[config.mk]
export PLATFORM = sky130hd
export DESIGN_NAME = ecdsa_der_to_raw_signature
export DESIGN_NICKNAME = d
export VERILOG_FILES = /design/src/sv/edr_pkg.sv /design/src/sv/ecdsa_der_to_raw_signature.sv /design/src/sv/edr_ram.sv /design/src/sv/edr_parser.sv /design/src/sv/edr_job_fifo.sv /design/src/sv/edr_emitter.sv
export SDC_FILE = /design/constraint.sdc
export NUM_CORES = 1
export LEC_CHECK = 0
export BUFFER_PORTS_ARGS = -buffer_cell sky130_fd_sc_hd__buf_4
export CAP_MARGIN = 10
export CORE_ASPECT_RATIO = 0.7
export CORE_UTILIZATION = 35
export CTS_BUF_LIST = sky130_fd_sc_hd__clkbuf_8 sky130_fd_sc_hd__clkbuf_16
export CTS_CLUSTER_SIZE = 25
export DETAILED_ROUTE_END_ITERATION = 7
export GPL_TIMING_DRIVEN = 0
export REMOVE_ABC_BUFFERS = 1
export SYNTH_ARGS = -nofsm -noshare
export SYNTH_HDL_FRONTEND = slang
export SYNTH_SLANG_ARGS = --single-unit
export TNS_END_PERCENT = 5
[constraint.sdc]
create_clock -name clk_i -period 3.5 [get_ports clk_i]
set_input_delay 0 -clock clk_i [delete_from_list [all_inputs] [get_ports clk_i]]
set_output_delay 0 -clock clk_i [all_outputs]
set_load 0.02 [all_outputs]
[src/sv/edr_pkg.sv]
// ============================================================================
// edr_pkg
// Shared constants, types and phase codes of the DER-to-raw signature converter.
// ============================================================================
package edr_pkg;

  // Raw signature size: r and s halves, big-endian
  localparam int unsigned SigBytes  = 64;
  localparam int unsigned HalfBytes = SigBytes / 2;
  localparam int unsigned IdxW      = $clog2(SigBytes);
  // Two banks of raw store, one being filled while the other drains
  localparam int unsigned AddrW     = IdxW + 1;
  localparam int unsigned RamDepth  = 1 << AddrW;

  // DER codes
  localparam logic [7:0] TagSeq    = 8'h30;
  localparam logic [7:0] TagOctets = 8'h04;
  localparam logic [7:0] TagInt    = 8'h02;
  localparam logic [7:0] LongForm  = 8'h80;
  localparam logic [7:0] LenNibble = 8'h0F;

  // Parser phase
  typedef enum logic [3:0] {
    PH_OUT_TAG,
    PH_OUT_LEN,
    PH_SKIP_TAG,
    PH_SKIP_LEN,
    PH_SKIP_LENB,
    PH_OCT_TAG,
    PH_OCT_LEN,
    PH_IN_TAG,
    PH_IN_LEN,
    PH_R_TAG,
    PH_R_LEN,
    PH_R_BODY,
    PH_S_TAG,
    PH_S_LEN,
    PH_S_BODY,
    PH_END
  } phase_e;

  // One finished signature handed from parser to emitter
  typedef struct packed {
    logic            err;
    logic            bank;
    logic [IdxW-1:0] r_start;
    logic [IdxW-1:0] s_start;
  } job_t;

  typedef struct packed {
    logic             en;
    logic [AddrW-1:0] addr;
    logic [7:0]       data;
  } ram_wr_t;

  typedef struct packed {
    logic             en;
    logic [AddrW-1:0] addr;
  } ram_rd_t;

endpackage

[src/sv/ecdsa_der_to_raw_signature.sv]
// ============================================================================
// ecdsa_der_to_raw_signature
// Converts a wrapped DER ECDSA signature, one byte per transaction, into the
// raw r||s form, or one error item when the encoding is malformed.
// ============================================================================
//
//  channel | direction | handshake            | payload
//  --------+-----------+----------------------+-------------------------------
//  in      | input     | in_valid_i/in_ready_o| in_byte_i, in_last_i
//  out     | output    | out_valid_o/out_ready_i | out_byte_o, out_last_o, status_o
//
//  Input: one byte per cycle while in_ready_o is high; each byte is parsed
//  as it is taken. Output: 64 bytes (or one error item) per signature, one
//  per cycle while out_ready_i is high; the first passes through the job
//  queue, the registered read of the raw store RAM and the output register.
//  Input stalls only while two finished signatures wait, as the store has
//  two banks; the parser fills one while the emitter drains the other.
//  Reset needs no clearing pass: padding bytes are produced from the
//  recorded start indexes of r and s, never read from the store.
// ============================================================================
module ecdsa_der_to_raw_signature (
  input  logic       clk_i,
  input  logic       rst_ni,
  input  logic       in_valid_i,
  output logic       in_ready_o,
  input  logic [7:0] in_byte_i,
  input  logic       in_last_i,
  output logic       out_valid_o,
  input  logic       out_ready_i,
  output logic [7:0] out_byte_o,
  output logic       out_last_o,
  output logic       status_o
);
  import edr_pkg::*;

  logic    job_push, job_pop, job_full, job_valid;
  job_t    job_in, job_head;
  ram_wr_t wr;
  ram_rd_t rd;
  logic [7:0] rdata;

  // Front end
  edr_parser u_parser (
    .clk_i      (clk_i),
    .rst_ni     (rst_ni),
    .in_valid_i (in_valid_i),
    .in_ready_o (in_ready_o),
    .in_byte_i  (in_byte_i),
    .in_last_i  (in_last_i),
    .job_full_i (job_full),
    .job_push_o (job_push),
    .job_o      (job_in),
    .wr_o       (wr)
  );

  // Queue of finished signatures
  edr_job_fifo u_fifo (
    .clk_i   (clk_i),
    .rst_ni  (rst_ni),
    .push_i  (job_push),
    .job_i   (job_in),
    .pop_i   (job_pop),
    .full_o  (job_full),
    .valid_o (job_valid),
    .head_o  (job_head)
  );

  // Two-bank raw store
  edr_ram #(
    .Width (8),
    .Depth (RamDepth)
  ) u_store (
    .clk_i   (clk_i),
    .we_i    (wr.en),
    .waddr_i (wr.addr),
    .wdata_i (wr.data),
    .re_i    (rd.en),
    .raddr_i (rd.addr),
    .rdata_o (rdata)
  );

  // Back end
  edr_emitter u_emitter (
    .clk_i       (clk_i),
    .rst_ni      (rst_ni),
    .job_valid_i (job_valid),
    .job_i       (job_head),
    .job_pop_o   (job_pop),
    .rd_o        (rd),
    .rdata_i     (rdata),
    .out_valid_o (out_valid_o),
    .out_ready_i (out_ready_i),
    .out_byte_o  (out_byte_o),
    .out_last_o  (out_last_o),
    .status_o    (status_o)
  );

endmodule

[src/sv/edr_ram.sv]
// ============================================================================
// edr_ram
// Generic single-write, single-read RAM with registered read data.
// ============================================================================
module edr_ram #(
  parameter int unsigned Width = 8,
  parameter int unsigned Depth = 128
) (
  input  logic                     clk_i,
  input  logic                     we_i,
  input  logic [$clog2(Depth)-1:0] waddr_i,
  input  logic [Width-1:0]         wdata_i,
  input  logic                     re_i,
  input  logic [$clog2(Depth)-1:0] raddr_i,
  output logic [Width-1:0]         rdata_o
);

  logic [Width-1:0] mem_q [Depth];
  logic [Width-1:0] rdata_q;

  // Write port
  always_ff @(posedge clk_i) begin
    if (we_i) begin
      mem_q[waddr_i] <= wdata_i;
    end
  end

  // Read port, data held while no read is issued
  always_ff @(posedge clk_i) begin
    if (re_i) begin
      rdata_q <= mem_q[raddr_i];
    end
  end

  assign rdata_o = rdata_q;

endmodule

[src/sv/edr_parser.sv]
// ============================================================================
// edr_parser
// Front end: walks the DER headers byte by byte, writes integer bytes into
// the current bank and queues one job per signature on the last byte.
// ============================================================================
module edr_parser (
  input  logic           clk_i,
  input  logic           rst_ni,
  input  logic           in_valid_i,
  output logic           in_ready_o,
  input  logic [7:0]     in_byte_i,
  input  logic           in_last_i,
  input  logic           job_full_i,
  output logic           job_push_o,
  output edr_pkg::job_t  job_o,
  output edr_pkg::ram_wr_t wr_o
);
  import edr_pkg::*;

  phase_e          phase_q, phase_d;
  logic [15:0]     rem_q, rem_d;
  logic [15:0]     acc_q, acc_d;
  logic [1:0]      drop_q, drop_d;
  logic [IdxW-1:0] widx_q, widx_d;
  logic [IdxW-1:0] r_start_q, r_start_d;
  logic [IdxW-1:0] s_start_q, s_start_d;
  logic            err_q, err_d;
  logic            bank_q, bank_d;

  logic            accept;
  logic [7:0]      exp_tag;
  phase_e          tag_next;
  phase_e          len_next;
  logic [15:0]     acc_shift;
  logic [7:0]      int_drop;
  logic [7:0]      int_kept;
  logic [7:0]      int_end;
  logic [IdxW-1:0] int_start;
  logic            len_bad;

  // A bank is free unless two signatures are already queued
  assign in_ready_o = !job_full_i;
  assign accept     = in_valid_i && !job_full_i;

  // Expected tag and successor for tag and step-into length phases
  always_comb begin
    exp_tag  = TagSeq;
    tag_next = PH_OUT_LEN;
    len_next = PH_SKIP_TAG;
    case (phase_q)
      PH_OUT_TAG:  begin exp_tag = TagSeq;    tag_next = PH_OUT_LEN;  end
      PH_SKIP_TAG: begin exp_tag = TagSeq;    tag_next = PH_SKIP_LEN; end
      PH_OCT_TAG:  begin exp_tag = TagOctets; tag_next = PH_OCT_LEN;  end
      PH_IN_TAG:   begin exp_tag = TagSeq;    tag_next = PH_IN_LEN;   end
      PH_R_TAG:    begin exp_tag = TagInt;    tag_next = PH_R_LEN;    end
      PH_S_TAG:    begin exp_tag = TagInt;    tag_next = PH_S_LEN;    end
      PH_OUT_LEN:  len_next = PH_SKIP_TAG;
      PH_OCT_LEN:  len_next = PH_IN_TAG;
      PH_IN_LEN:   len_next = PH_R_TAG;
      default:     ;
    endcase
  end

  // Integer length decode: excess leading bytes beyond a half are dropped
  assign len_bad   = in_byte_i[7] || (in_byte_i == 8'd0) ||
                     (in_byte_i > 8'(HalfBytes + 2));
  assign int_drop  = (in_byte_i > 8'(HalfBytes)) ? (in_byte_i - 8'(HalfBytes)) : 8'd0;
  assign int_kept  = in_byte_i - int_drop;
  assign int_end   = (phase_q == PH_R_LEN) ? 8'(HalfBytes) : 8'(SigBytes);
  assign int_start = IdxW'(int_end - int_kept);
  assign acc_shift = {acc_q[7:0], in_byte_i};

  // Next state
  always_comb begin
    phase_d    = phase_q;
    rem_d      = rem_q;
    acc_d      = acc_q;
    drop_d     = drop_q;
    widx_d     = widx_q;
    r_start_d  = r_start_q;
    s_start_d  = s_start_q;
    err_d      = err_q;
    bank_d     = bank_q;
    wr_o.en    = 1'b0;
    wr_o.addr  = {bank_q, widx_q};
    wr_o.data  = in_byte_i;
    job_push_o = 1'b0;
    job_o.err     = 1'b0;
    job_o.bank    = bank_q;
    job_o.r_start = r_start_q;
    job_o.s_start = s_start_q;

    if (accept) begin
      case (phase_q)
        PH_OUT_TAG, PH_SKIP_TAG, PH_OCT_TAG, PH_IN_TAG, PH_R_TAG, PH_S_TAG: begin
          // pending skipped bytes are consumed first
          if (rem_q != 16'd0) begin
            rem_d = rem_q - 16'd1;
          end else if (in_byte_i != exp_tag) begin
            err_d   = 1'b1;
            phase_d = PH_END;
          end else begin
            phase_d = tag_next;
          end
        end
        PH_OUT_LEN, PH_OCT_LEN, PH_IN_LEN: begin
          rem_d   = (in_byte_i >= LongForm) ? {12'd0, in_byte_i[3:0] & LenNibble[3:0]}
                                            : 16'd0;
          phase_d = len_next;
        end
        PH_SKIP_LEN: begin
          if (in_byte_i < LongForm) begin
            rem_d   = {8'd0, in_byte_i};
            phase_d = PH_OCT_TAG;
          end else if ((in_byte_i & LenNibble) == 8'd1 ||
                       (in_byte_i & LenNibble) == 8'd2) begin
            acc_d   = 16'd0;
            drop_d  = in_byte_i[1:0];
            phase_d = PH_SKIP_LENB;
          end else begin
            err_d   = 1'b1;
            phase_d = PH_END;
          end
        end
        PH_SKIP_LENB: begin
          drop_d = drop_q - 2'd1;
          if (drop_q == 2'd1) begin
            rem_d   = acc_shift;
            acc_d   = 16'd0;
            phase_d = PH_OCT_TAG;
          end else begin
            acc_d = acc_shift;
          end
        end
        PH_R_LEN, PH_S_LEN: begin
          if (len_bad) begin
            err_d   = 1'b1;
            phase_d = PH_END;
          end else begin
            drop_d = int_drop[1:0];
            widx_d = int_start;
            rem_d  = {8'd0, in_byte_i};
            acc_d  = {8'd0, in_byte_i};
            if (phase_q == PH_R_LEN) begin
              r_start_d = int_start;
              phase_d   = PH_R_BODY;
            end else begin
              s_start_d = int_start;
              phase_d   = PH_S_BODY;
            end
          end
        end
        PH_R_BODY, PH_S_BODY: begin
          // an over-long value must open with a zero byte
          if (rem_q == acc_q && drop_q != 2'd0 && in_byte_i != 8'd0) begin
            err_d   = 1'b1;
            phase_d = PH_END;
          end else begin
            if (drop_q != 2'd0) begin
              drop_d = drop_q - 2'd1;
            end else begin
              wr_o.en = 1'b1;
              widx_d  = widx_q + 1'b1;
            end
            rem_d = rem_q - 16'd1;
            if (rem_q == 16'd1) begin
              acc_d   = 16'd0;
              phase_d = (phase_q == PH_R_BODY) ? PH_S_TAG : PH_END;
            end
          end
        end
        default: ;
      endcase

      // Last byte: queue the job and start over in the other bank
      if (in_last_i) begin
        job_push_o = 1'b1;
        job_o.err  = err_d || (phase_d != PH_END);
        phase_d    = PH_OUT_TAG;
        rem_d      = 16'd0;
        acc_d      = 16'd0;
        drop_d     = 2'd0;
        widx_d     = '0;
        err_d      = 1'b0;
        bank_d     = !bank_q;
      end
    end
  end

  // Control state
  always_ff @(posedge clk_i or negedge rst_ni) begin
    if (!rst_ni) begin
      phase_q <= PH_OUT_TAG;
      rem_q   <= 16'd0;
      acc_q   <= 16'd0;
      drop_q  <= 2'd0;
      widx_q  <= '0;
      err_q   <= 1'b0;
      bank_q  <= 1'b0;
    end else begin
      phase_q <= phase_d;
      rem_q   <= rem_d;
      acc_q   <= acc_d;
      drop_q  <= drop_d;
      widx_q  <= widx_d;
      err_q   <= err_d;
      bank_q  <= bank_d;
    end
  end

  // Start indexes of r and s (read only for complete signatures)
  always_ff @(posedge clk_i) begin
    r_start_q <= r_start_d;
    s_start_q <= s_start_d;
  end

endmodule

[src/sv/edr_job_fifo.sv]
// ============================================================================
// edr_job_fifo
// Two-entry queue of finished signatures between parser and emitter.
// ============================================================================
module edr_job_fifo (
  input  logic          clk_i,
  input  logic          rst_ni,
  input  logic          push_i,
  input  edr_pkg::job_t job_i,
  input  logic          pop_i,
  output logic          full_o,
  output logic          valid_o,
  output edr_pkg::job_t head_o
);
  import edr_pkg::*;

  job_t       slot_q [2];
  logic       wr_ptr_q, rd_ptr_q;
  logic [1:0] cnt_q;

  assign full_o  = (cnt_q == 2'd2);
  assign valid_o = (cnt_q != 2'd0);
  assign head_o  = slot_q[rd_ptr_q];

  // Storage
  always_ff @(posedge clk_i) begin
    if (push_i) begin
      slot_q[wr_ptr_q] <= job_i;
    end
  end

  // Pointers and fill count
  always_ff @(posedge clk_i or negedge rst_ni) begin
    if (!rst_ni) begin
      wr_ptr_q <= 1'b0;
      rd_ptr_q <= 1'b0;
      cnt_q    <= 2'd0;
    end else begin
      if (push_i) begin
        wr_ptr_q <= !wr_ptr_q;
      end
      if (pop_i) begin
        rd_ptr_q <= !rd_ptr_q;
      end
      cnt_q <= cnt_q + {1'b0, push_i} - {1'b0, pop_i};
    end
  end

endmodule

[src/sv/edr_emitter.sv]
// ============================================================================
// edr_emitter
// Back end: drains one queued signature, reading its bank in order and
// padding unwritten leading bytes with zero, or sends one error item.
// ============================================================================
module edr_emitter (
  input  logic            clk_i,
  input  logic            rst_ni,
  input  logic            job_valid_i,
  input  edr_pkg::job_t   job_i,
  output logic            job_pop_o,
  output edr_pkg::ram_rd_t rd_o,
  input  logic [7:0]      rdata_i,
  output logic            out_valid_o,
  input  logic            out_ready_i,
  output logic [7:0]      out_byte_o,
  output logic            out_last_o,
  output logic            status_o
);
  import edr_pkg::*;

  logic [IdxW-1:0] k_q, k_d;
  logic            rd_v_q, rd_v_d;
  logic            rd_pad_q, rd_last_q;
  logic            out_valid_q, out_valid_d;
  logic [7:0]      out_byte_q, out_byte_d;
  logic            out_last_q, out_last_d;
  logic            status_q, status_d;

  logic            can_load;
  logic            issue;
  logic            err_load;
  logic            last_k;
  logic            pad;

  // Output register free now or after this cycle's transaction
  assign can_load = !out_valid_q || out_ready_i;
  assign issue    = job_valid_i && !job_i.err && (!rd_v_q || can_load);
  assign err_load = job_valid_i && job_i.err && !rd_v_q && can_load;
  assign last_k   = (k_q == IdxW'(SigBytes - 1));
  assign pad      = (k_q < IdxW'(HalfBytes)) ? (k_q < job_i.r_start)
                                              : (k_q < job_i.s_start);

  assign job_pop_o = err_load || (issue && last_k);
  assign rd_o.en   = issue;
  assign rd_o.addr = {job_i.bank, k_q};

  // Next state
  always_comb begin
    k_d         = k_q;
    rd_v_d      = rd_v_q;
    out_valid_d = out_valid_q;
    out_byte_d  = out_byte_q;
    out_last_d  = out_last_q;
    status_d    = status_q;

    if (out_ready_i) begin
      out_valid_d = 1'b0;
    end
    // move read data into the output register
    if (rd_v_q && can_load) begin
      rd_v_d      = 1'b0;
      out_valid_d = 1'b1;
      out_byte_d  = rd_pad_q ? 8'd0 : rdata_i;
      out_last_d  = rd_last_q;
      status_d    = 1'b0;
    end
    if (err_load) begin
      out_valid_d = 1'b1;
      out_byte_d  = 8'd0;
      out_last_d  = 1'b1;
      status_d    = 1'b1;
    end
    if (issue) begin
      rd_v_d = 1'b1;
      k_d    = last_k ? '0 : k_q + 1'b1;
    end
  end

  // Control state
  always_ff @(posedge clk_i or negedge rst_ni) begin
    if (!rst_ni) begin
      k_q         <= '0;
      rd_v_q      <= 1'b0;
      out_valid_q <= 1'b0;
    end else begin
      k_q         <= k_d;
      rd_v_q      <= rd_v_d;
      out_valid_q <= out_valid_d;
    end
  end

  // Payload
  always_ff @(posedge clk_i) begin
    if (issue) begin
      rd_pad_q  <= pad;
      rd_last_q <= last_k;
    end
    out_byte_q <= out_byte_d;
    out_last_q <= out_last_d;
    status_q   <= status_d;
  end

  assign out_valid_o = out_valid_q;
  assign out_byte_o  = out_byte_q;
  assign out_last_o  = out_last_q;
  assign status_o    = status_q;

endmodule
Word-level counts from Yosys, hierarchy flattened

Memories as Yosys holds them, arrays and structs flattened. A register that Yosys moved wholly into a read port is not among the register bits.
Index checks and enable logic that the tools add are counted.

Register bits after elaboration: 82
Latch bits: 0
RAM bits: 1052
Memory bits (read-only): 0
Bits of input ports: 13
Logic and storage cells: 194
Memories: 2

$add $sub $neg: 9
Multipliers: 0
Div/mod/pow operators: 0
Order comparisons: 7
Equality and inequality tests: 33
Shift-type cells: 0
Mux-type cells: 74
Bitwise gates (word level): 2
Reductions and logical operators: 47

Memory list:

| name          | depth | bits a word | rd ports | clocked after memory_dff | write ports | RTL line           | source |
|---|---|---|---|---|---|---|---|
| u_store.mem_q | 128   | 8           | 1        | 1                        | 1           | edr_ram.sv:18      | `logic [Width-1:0] mem_q [Depth];` |
| u_fifo.slot_q | 2     | 14          | 1        | 0                        | 1           | edr_job_fifo.sv:17 | `job_t slot_q [2];` |

Operators with widths:

| operator                                                       | count |
|---|---|
| two-way mux 16 bit                                             | 12 |
| case mux 16 bit (6 select lines)                               | 1 |
| case mux 16 bit (4 select lines)                               | 1 |
| two-way mux 4 bit                                              | 11 |
| two-way mux 6 bit                                              | 7 |
| == test 4 bit (second input constant)                          | 7 |
| two-way mux 1 bit                                              | 26 |
| case mux 4 bit (6 select lines)                                | 1 |
| case mux 6 bit (2 select lines)                                | 2 |
| AND reduction 7 bit                                            | 3 |
| case mux 4 bit (5 select lines)                                | 1 |
| != test 3 x 2 -> 1 bit (second input constant)                 | 6 |
| == test 16 x 1 -> 1 bit (second input constant)                | 1 |
| == test 16 bit                                                 | 1 |
| == test 4 x 3 -> 1 bit (second input constant)                 | 4 |
| greater-than comparator 8 x 6 -> 1 bit (second input constant) | 2 |
| nonzero test 16 bit                                            | 1 |
| subtractor 16 x 1 -> 16 bit (second input constant)            | 1 |
| two-way mux 2 bit                                              | 7 |
| adder 6 x 1 -> 6 bit (second input constant)                   | 2 |
| == test 4 x 2 -> 1 bit (second input constant)                 | 3 |
| < comparator 6 bit                                             | 2 |
| != test 3 bit (second input constant)                          | 4 |
| subtractor 6 bit                                               | 2 |
| other kinds (35)                                               | 64 |

Longest topological paths before layout

Depth after elaboration: 12
Depth in mapped cells: 12
Gate-level depth less buffers: 11

Hierarchy

Synthesis repeated with hierarchy kept, for this count alone.

Cells, all modules: 2317
Area, all modules: 46226.8 um^2

By module, submodules not included:

| module       | instances | cells an instance | area each (um^2) |
|---|---|---|---|
| edr_ram      | 1         | 1635              | 39745.6 |
| edr_parser   | 1         | 497               | 4070.2 |
| edr_job_fifo | 1         | 59                | 1262.5 |
| edr_emitter  | 1         | 126               | 1148.6 |

Least setup slack after synthesis

No wires, ideal clock.

Path type: reg2reg
Start: reg u_emitter.k_q[0]
End: reg u_store.rdata_q[0] (netlist: u_store.rdata_o[0]) (read register of u_store.mem_q) (data pin)
Library setup time: 0.260 ns
Data arrival time: 2.755 ns
Slack: 0.485 ns
Cell stages (with the launch flop): 7
Buffers on the path: 2
Period minus slack after synthesis: 3.015 ns
Cell sequence: dfrtp_1 > buf_2 > buf_1 > mux4_2 > mux4_2 > mux4_2 > mux2_2

RTL lines:

| element                  | RTL line          | source |
|---|---|---|
| start: declaration       | edr_emitter.sv:22 | `logic [IdxW-1:0] k_q, k_d;` |
| start signal: assignment | edr_emitter.sv:87 | `k_q <= k_d;` |
| end: declaration         | edr_ram.sv:19     | `logic [Width-1:0] rdata_q;` |

==> results.json <==
{
  "skew_ns": 0.01839,
  "clk_latency_ns": 0.70,
  "die_h_microns": 305.7,
  "whs_path_depth": 5,
  "grt_max_degree": 113,
  "chipWidth_microns": 435.8,
  "root_buffer": "clkbuf_16",
  "yosys.cell_types.count": 65,
  "start_util_pct": 35.24,
  "synth_edf_count": 1074,
  "cts_tree": "yes",
  "ir_worst_vdd_mv": 0.7007,
  "synth_cells": 2307,
  "drive_gt1_share_pct": 30.94,
  "drtPass1Iterations": 5,
  "fillers": 11284,
  "nets": 2396,
  "slowest_stage": "mux4_2",
  "worstPathArrival_ns": 3.95,
  "area_delta_synth_final_pct": 16.15,
  "regArea_sq_mm": 0.03393,
  "post-route-period-util_pct": 99.85,
  "layout_min_cycle_time_ns": 3.495,
  "stdcell_count": 4199,
  "holdWs_ns": 0.2173,
  "io_pins": 25,
  "syn_area_per_cell_sq_um": 19.98,
  "grt_pass1_vias": 23096,
  "hold_viol_final": 0,
  "ctsLongestPathBuffers": 3,
  "setup_tns_ns": 0,
  "antenna_found_initial": 14,
  "status": "completed",
  "cts_sinks": 1142,
  "r2r-end": "u_store.rdata_o[1]$_DFFE_PP_",
  "grt_setup_unrepaired": "true",
  "numCtsBuffers": 108,
  "drcViolationCount": 0,
  "synth_area_leaders": "edfxtp_1, mux4_2, dfrtp_1",
  "ys_seq_elements": 1142,
  "drt-total-wl_mm": 111.5,
  "clk_pin_slew_worst_paths_ns": 0.06,
  "overflow": 0,
  "ys_warn_count": 0,
  "hpwl_mm": 68.51,
  "regToRegStartpoint": "u_emitter.k_q[0]$_DFFE_PN0P_",
  "coreArea_sq_mm": 0.1308,
  "cts_htree_levels": 3,
  "placementRows": 111,
  "crit_type": "flip-flop to flip-flop",
  "maxCapViolCount": 0,
  "yosysTopAreaCell": "edfxtp_1",
  "crit_required_ns": 3.95,
  "min_path_type": "primary input to flip-flop",
  "gp_congestion": 0.8168,
  "first_iter_violations": 2603,
  "regToRegSetupSlack_ns": 0.005,
  "ys_seq_area_share_pct": 73.54,
  "synth_commonest_cells": "edfxtp_1, mux4_2, nor2_1",
  "via_per_inst": 5.501,
  "critPathMaxFanout": 32,
  "finish.instance_area_sq_mm": 0.05355,
  "setup_viol": 0,
  "worstPathCellList": "buf_16, buf_16, buf_16, mux4_2, mux4_2, mux4_2, mux2_4",
  "synth_most_common_cell": "edfxtp_1",
  "ant_nets": 0,
  "power_w": 0.04034,
  "wl_per_cell_microns": 26.55,
  "slew_violations": 0,
  "io_buffers": 24,
  "relSlewSlack_pct": 2.869,
  "vias": 23099,
  "multiInputGateArea_sq_mm": 0.01256,
  "fmax_ghz": 0.2862,
  "cpPeakStageDelay_ns": 0.59,
  "yosysTopAreaCellShare_pct": 69.95,
  "worst_setup_path_end_kind": "flip-flop",
  "tightest_slew_ns": 1.452,
  "dp_cells": 3974,
  "grt_usage_pct": 16.58,
  "post_dp_cell_area_sq_mm": 0.04866,
  "leakagePower_nw": 16.54,
  "die_area_sq_mm": 0.1332,
  "min_to": "u_emitter.rd_v_q$_DFFE_PN0P_",
  "syn_area_sq_mm": 0.04610,
  "p_per_area_mw_per_mm2": 753.4,
  "synth_top_flop_cell": "edfxtp_1",
  "min-delay-start": "out_ready_i",
  "worst_setup_path_start_kind": "flip-flop",
  "async_flop_share_pct": 5.079,
  "grt_pass1_wl_mm": 161.8,
  "rr_worst_depth": 7
}
cells in the final DEF, fill, tap and decap left out, types with 23 or more instances in the layout:
cell type	instances
edfxtp_1	1074
mux4_2	336
nor2_4	114
clkbuf_16	113
nor2_1	57
nand2_1	55
dfrtp_1	50
o31ai_1	43
o21ai_0	42
a21oi_1	39
inv_1	36
nor3_1	28
buf_4	26
ha_1	24
clkinv_1	23
routing by layer:
layer	track usage [%]	vias up	routed length (microns)	part of all wire, %
li1	-	9646	-	-
met1	24.63	12303	49690	45
met2	24.53	1002	50200	45
met3	4.039	146	9500	8.5
met4	3.892	2	2094	1.9
met5	0	-	13	0.012
stage by stage:
stage	setup WS (ns)	util [%]
global route	-0.09930	40.93
detailed placement	-1.103	37.19
floorplan	-8.415	-
finish	0.005355	40.93
CTS	-0.1622	40.40
global placement	-12.83	36.59
how the worst max path moves through the flow:
| stage | to | slack [ns] | depth (start not counted) | startpoint |
|---|---|---|---|---|
| floorplan | u_store.rdata_o[0]$_DFFE_PP_ | -8.41 | 4 | u_emitter.k_q[0]$_DFFE_PN0P_ |
| global placement | u_store.rdata_o[1]$_DFFE_PP_ | -12.83 | 4 | u_emitter.k_q[0]$_DFFE_PN0P_ |
| detailed placement | u_store.mem_q[29][7]$_DFFE_PP_ | -1.10 | 6 | u_parser.phase_q[0]$_DFFE_PN0P_ |
| CTS | u_store.mem_q[95][1]$_DFFE_PP_ | -0.16 | 6 | u_parser.phase_q[0]$_DFFE_PN0P_ |
| global route | u_store.rdata_o[1]$_DFFE_PP_ | -0.1 | 7 | u_emitter.k_q[0]$_DFFE_PN0P_ |
| finish | u_store.rdata_o[1]$_DFFE_PP_ | 0.005 | 7 | u_emitter.k_q[0]$_DFFE_PN0P_ |
kinds of logic (layout without fill, tap and decap cells):
family / after synthesis / in the layout / synth area share, %
flip-flops: 1142 / 1142 / 73.54
AND/OR/NAND/NOR: 392 / 392 / 3.903
buffers and inverters: 160 / 298 / 1.479
other: 2 / 5 / 0.01629
AO/OA/AOI/OAI: 185 / 185 / 2.608
adder cells (fa/ha/maj): 25 / 25 / 0.6948
XOR/XNOR: 36 / 36 / 0.6839
multiplexers: 365 / 365 / 17.08
worst max-delay path: cells and delay by family (launching register included):
| family | cells | cell delay [ns] |
|---|---|---|
| muxes | 4 | 1.98 |
| buffers and inverters | 3 | 0.76 |
| DFF | 1 | 0.44 |
sequential cells by signal, summed over array words and instances, names as in the netlist, 6 cells and up:
signal,cells
u_parser.rem_q,16
u_emitter.out_byte_o,8
u_parser.acc_q,16
u_store.rdata_o,8
u_fifo.slot_q,28
u_store.mem_q,1024
u_emitter.k_q,6
u_parser.widx_q,6
u_parser.r_start_q,6
u_parser.s_start_q,6
power breakdown:
group	internal [W]	switching (W)	total (W)
combinational	0.00570	0.00665	0.0123
sequential	0.0154	0.000855	0.0162
clock	0.00670	0.00506	0.0118
total	0.0278	0.0126	0.0403
what timing repair did:
action / in CTS / in global routing
endpoints found under the setup margin: 1057 / 995
hold buffers: 14 / 0
endpoints found under the hold margin: 503 / 0
resized for setup: 141 / 137
setup buffers: 5 / 1
pin swaps: 0 / 0
cloned: 1 / 2
area by class of cell:
cell class / count / area share [%]
clock inverter: 88 / 1.444
timing repair buffer: 80 / 2.323
clock buffer: 111 / 5.187
sequential: 1142 / 63.35
multi-input combinational: 1007 / 23.46
inverter: 19 / 0.1332
tap: 1751 / 4.091
antenna: 1 / 0.004673
Note: power is estimated with default switching activity, not from simulation.
